--- src/hdl/epr_pkg.sv ---
package epr_pkg;

    // Number of CORDIC micro-rotations, one pipeline stage each (12 to 32).
    localparam int TRIG_ITERATIONS = 24;

    // Register stages from input acceptance to the result register.
    localparam int PIPE_LAT = TRIG_ITERATIONS + 8;
    // Side-band delay line feeding the point transform.
    localparam int SIDE_LEN = TRIG_ITERATIONS + 6;
    // Side-band tap seen by the matrix builder.
    localparam int ORDER_TAP = TRIG_ITERATIONS + 2;

    // Angle to turn-fraction scale factors, 2^48/360 and 2^48/(2*pi).
    localparam logic [47:0] DEG_TO_PHASE = 48'd781874935307;
    localparam logic [47:0] RAD_TO_PHASE = 48'h28BE60DB9391;
    localparam logic signed [33:0] CORDIC_GAIN = 34'sh026DD3B6A;

    localparam logic ORDER_XYZ = 1'b0;
    localparam logic ORDER_ZYX = 1'b1;

    typedef logic signed [31:0] t_trig;
    typedef logic signed [33:0] t_q;
    typedef logic [8:0][33:0]   t_mat;

    typedef struct packed {
        logic             zyx;
        logic [2:0][32:0] d;
        logic [2:0][31:0] piv;
    } t_side;

    function automatic logic signed [31:0] atan_val(input int unsigned idx);
        logic signed [31:0] v;
        case (idx)
            0:  v = 32'sd536870912;
            1:  v = 32'sd316933406;
            2:  v = 32'sd167458907;
            3:  v = 32'sd85004756;
            4:  v = 32'sd42667331;
            5:  v = 32'sd21354465;
            6:  v = 32'sd10679838;
            7:  v = 32'sd5340245;
            8:  v = 32'sd2670163;
            9:  v = 32'sd1335087;
            10: v = 32'sd667544;
            11: v = 32'sd333772;
            12: v = 32'sd166886;
            13: v = 32'sd83443;
            14: v = 32'sd41722;
            15: v = 32'sd20861;
            16: v = 32'sd10430;
            17: v = 32'sd5215;
            18: v = 32'sd2608;
            19: v = 32'sd1304;
            20: v = 32'sd652;
            21: v = 32'sd326;
            22: v = 32'sd163;
            23: v = 32'sd81;
            24: v = 32'sd41;
            25: v = 32'sd20;
            26: v = 32'sd10;
            27: v = 32'sd5;
            28: v = 32'sd3;
            29: v = 32'sd1;
            30: v = 32'sd1;
            default: v = 32'sd0;
        endcase
        return v;
    endfunction

    // Q4.30 product rounded half up.
    function automatic t_q mul30(input t_q a, input t_q b);
        logic signed [67:0] p;
        p = a * b + 68'sd536870912;
        return $signed(p[63:30]);
    endfunction

endpackage

--- src/hdl/epr_phase.sv ---
module epr_phase
    import epr_pkg::*;
(
    input  logic        i_clk,
    input  logic        i_en,
    input  logic [31:0] i_angle,
    input  logic        i_rad,
    input  logic        i_rev,
    output logic [31:0] o_phase
);

    logic signed [32:0] w_a;
    logic [47:0]        w_k;
    logic signed [57:0] n_ph, n_pl;
    logic signed [57:0] r_ph, r_pl;
    logic signed [63:0] w_sum;
    logic [31:0]        r_phase;

    always_comb begin
        w_a  = i_rev ? -33'($signed(i_angle)) : 33'($signed(i_angle));
        w_k  = i_rad ? RAD_TO_PHASE : DEG_TO_PHASE;
        n_ph = w_a * $signed({1'b0, w_k[47:24]});
        n_pl = w_a * $signed({1'b0, w_k[23:0]});
    end

    always_ff @(posedge i_clk) begin
        if (i_en) begin
            r_ph <= n_ph;
            r_pl <= n_pl;
        end
    end

    assign w_sum = (64'(r_ph) <<< 24) + 64'(r_pl) + 64'sh80000000;

    always_ff @(posedge i_clk) begin
        if (i_en) begin
            r_phase <= w_sum[63:32];
        end
    end

    assign o_phase = r_phase;

endmodule

--- config.mk ---
export PLATFORM = sky130hd
export DESIGN_NAME = epr_phase
export DESIGN_NICKNAME = d
export VERILOG_FILES = /design/src/hdl/epr_pkg.sv /design/src/hdl/epr_phase.sv
export SDC_FILE = /design/constraint.sdc
export NUM_CORES = 2
export LEC_CHECK = 0
export ABC_AREA = 1
export BUFFER_PORTS_ARGS = -buffer_cell sky130_fd_sc_hd__buf_2
export CORE_MARGIN = 4
export CORE_UTILIZATION = 56
export CTS_CLUSTER_DIAMETER = 60
export DETAILED_ROUTE_END_ITERATION = 12
export GPL_TIMING_DRIVEN = 0
export PLACE_DENSITY = 0.77
export SETUP_SLACK_MARGIN = 0.3
export SKIP_LAST_GASP = 1
export SLEW_MARGIN = 20
export SYNTH_ARGS = -nofsm -noshare
export SYNTH_HDL_FRONTEND = slang
export SYNTH_SLANG_ARGS = --single-unit
--- constraint.sdc ---
create_clock -name i_clk -period 25.1 [get_ports i_clk]
set_input_delay 2.51 -clock i_clk [delete_from_list [all_inputs] [get_ports i_clk]]
set_output_delay 2.51 -clock i_clk [all_outputs]
set_load 0.01 [all_outputs]
==> impl_metrics.env <==
export IMPL_ys_types=58
export IMPL_end_kind="flop"
export IMPL_cts_htree_levels=3
export IMPL_via_per_inst=5.51
export IMPL_cts_repair_resize_count=0
export IMPL_hold_path_class="reg2reg"
export IMPL_achievable_frequency_mhz=83.8
export IMPL_clock_sinks=106
export IMPL_finish_net_count=5761
export IMPL_synth_flop_cell="edfxtp_1"
export IMPL_drive_gt1_frac=0.0685
export IMPL_finalWeightedCongestion=1.05
export IMPL_timing_max_transition_violations_final=0
export IMPL_seq_cells_post_synth=106
export IMPL_clk_pin_slew_ps=70
export IMPL_regToRegEndpoint="o_phase[11]$_DFFE_PP_"
export IMPL_cp_start_kind="input pin"
export IMPL_hold_bufs_inserted_after_cts=0
export IMPL_final_period_util=0.476
export IMPL_grt_antenna_before_repair=0
export IMPL_synth_edf_count=106
export IMPL_die_width_um=271
export IMPL_grt_pass1_vias=31600
export IMPL_cts_root_buffer_cell="clkbuf_16"
export IMPL_setup_viol_count_final=0
export IMPL_i_o_pins=68
export IMPL_synth_async_sr_flop_share=0
export IMPL_detail_route_antenna_nets=0
export IMPL_clock_skew_ps=5.30
export IMPL_core_box_area_um2=68600
export IMPL_cts_tree="yes"
export IMPL_cts_root_to_sink_buffers=2
export IMPL_max_slew_worst_pin_slew_ps=1220
export IMPL_synth_area_per_cell_um2=8.91
export IMPL_syn_cell_area_um2=38800
export IMPL_number_of_detailed_routing_iterations_run_before_antenna_repair=6
export IMPL_routed_wl_mm=127
export IMPL_most_common_cell_after_layout_fill_and_taps_aside="inv_1"
export IMPL_ys_warn_count=0
export IMPL_fillerInstances=6082
export IMPL_most_frequent_cells_in_the_layout="inv_1, fa_1, nand2_1"
export IMPL_post_synthesis_net_count=5679
export IMPL_final_sum_of_negative_setup_slack_ps=0
export IMPL_setup_repair_after_global_routing_missed_its_margin="no"
export IMPL_cap_viol_max_count=0
export IMPL_timing_critical_path_fanout_max=10
export IMPL_drt_first_iter_violations=2582
export IMPL_buffer_ports_inserted=66
export IMPL_timing_max_slew_rel_slack=0.185
export IMPL_required_ps=25250
export IMPL_final_core_util=0.593
export IMPL_floorplan_initialDensity=0.565
export IMPL_setup_reg_to_reg_worst_slack_ps=22110
export IMPL_r2r_start="r_pl[29]$_DFFE_PP_"
export IMPL_grt_total_usage=0.354
export IMPL_clock_latency_ps=360
export IMPL_overflow=0
export IMPL_min_from="r_ph[37]$_DFFE_PP_"
export IMPL_r2r_cells=13
export IMPL_seq_area_frac_synth=0.0821
export IMPL_layout_overhead_on_the_synthesized_area_pct=4.94
export IMPL_remaining_drc_errors=0
export IMPL_layout_min_cycle_time_ps=11940
export IMPL_crit_path_top_delay_cell="nand2_1"
export IMPL_placement_row_count=96
export IMPL_dp_hpwl_mm=114
export IMPL_route_detailed_wl_per_inst_um=23.7
export IMPL_design_die_area_um2=73500
export IMPL_cp_slowest_stage_delay_ps=750
export IMPL_dieHeight_um=271
export IMPL_grt_first_pass_wirelength_mm=192
export IMPL_finalHoldViolCount=0
export IMPL_routed_via_count=29600
export IMPL_hold_path_end="o_phase[30]$_DFFE_PP_"
export IMPL_cts_repair_timing_setup_buffer_count=0
export IMPL_arrival_ps=12090
export IMPL_path_class="in2reg"
export IMPL_min_path_cells=3
export IMPL_grt_start_max_net_pins=55
export IMPL_post_synth_inst_count=4353
export IMPL_run_status="finished, final reports clean"
export IMPL_numCtsBuffers=9
state kept, by name, summed over array words and instances, names as in the netlist:
signal   flops
r_pl        34
o_phase     32
r_ph        40
worst max-delay path by stage:
stage                               to        from  cells past startpoint
finish              r_pl[40]$_DFFE_PP_  i_angle[0]                     38
global route        r_pl[40]$_DFFE_PP_  i_angle[0]                     37
CTS                 r_pl[40]$_DFFE_PP_  i_angle[0]                     35
detailed placement  r_pl[40]$_DFFE_PP_  i_angle[0]                     38
global placement    r_pl[40]$_DFFE_PP_  i_angle[0]                     40
floorplan           r_pl[57]$_DFFE_PP_  i_angle[0]                     26
per-stage QoR:
stage / cells / hold slack (ps) / setup slack, ps / cell area [um2]
after floorplan: 4353 / 747 / 14700 / 38800
after global placement: 5350 / 860 / 12300 / 40300
after detailed placement: 5355 / 878 / 13070 / 40400
after CTS: 5370 / 899 / 13450 / 40700
after global routing: 5370 / 951 / 12810 / 40700
final: 5371 / 912 / 13160 / 40700
cell type report:
cell class	count	area, um2	area share
clock inverters	6	48.8	0.00120
plain buffers	30	154	0.00378
repair buffers	71	442	0.0109
multi-input cells	2922	30600	0.752
well taps	931	1160	0.0286
flip-flops and latches	106	3180	0.0782
clock buffers	9	225	0.00554
inverters	1295	4860	0.120
diodes	1	2.50	0.0000615
kinds of logic after synthesis:
logic type | Yosys count | share of synthesized area
compound gates | 386 | 0.0573
xor+xnor | 141 | 0.0331
fa+ha+maj | 1290 | 0.573
buf+inv | 1325 | 0.129
flops | 106 | 0.0821
other cells | 2 | 0.000194
simple gates | 1103 | 0.125
worst max-delay path: cells and delay by family:
kind / cells / cell delay [ps]
adders and majority gates: 9 / 3760
buffers and inverters: 11 / 1420
AOI/OAI and AO/OA: 2 / 390
xor gates and xnor gates: 1 / 300
and+or+nand+nor: 15 / 3650
layer usage:
layer	wire length (um)	part of all wire	GRT usage
met2	57900	0.46	0.576
met3	10500	0.083	0.0599
met1	49700	0.39	0.457
met5	0	0	0
met4	8950	0.070	0.186
Yosys cell counts, drive strengths merged, types with 3 or more instances:
master | count | area share
nand2 | 590 | 0.059
and3 | 6 | 0.00097
nor3 | 17 | 0.0022
nand4 | 16 | 0.0030
nor4 | 16 | 0.0026
a21oi | 160 | 0.021
a21boi | 7 | 0.0014
a31oi | 21 | 0.0034
nand3b | 5 | 0.00097
edfxtp | 106 | 0.082
o211ai | 6 | 0.0012
fa | 810 | 0.42
o21a | 17 | 0.0033
buf | 21 | 0.0031
o21bai | 12 | 0.0023
xnor2 | 43 | 0.0097
a221oi | 4 | 0.00090
inv | 1295 | 0.13
clkbuf | 9 | 0.00087
o31ai | 6 | 0.0012
nor2 | 337 | 0.040
xor2 | 98 | 0.023
a21o | 15 | 0.0029
a211oi | 4 | 0.00077
a31o | 3 | 0.00068
ha | 480 | 0.15
nand3 | 83 | 0.011
or2 | 31 | 0.0051
o21ai | 123 | 0.017
Power is left out: the tool's default activity adds up to more than one toggle a clock period on the data nets, which glitch-free logic cannot reach.
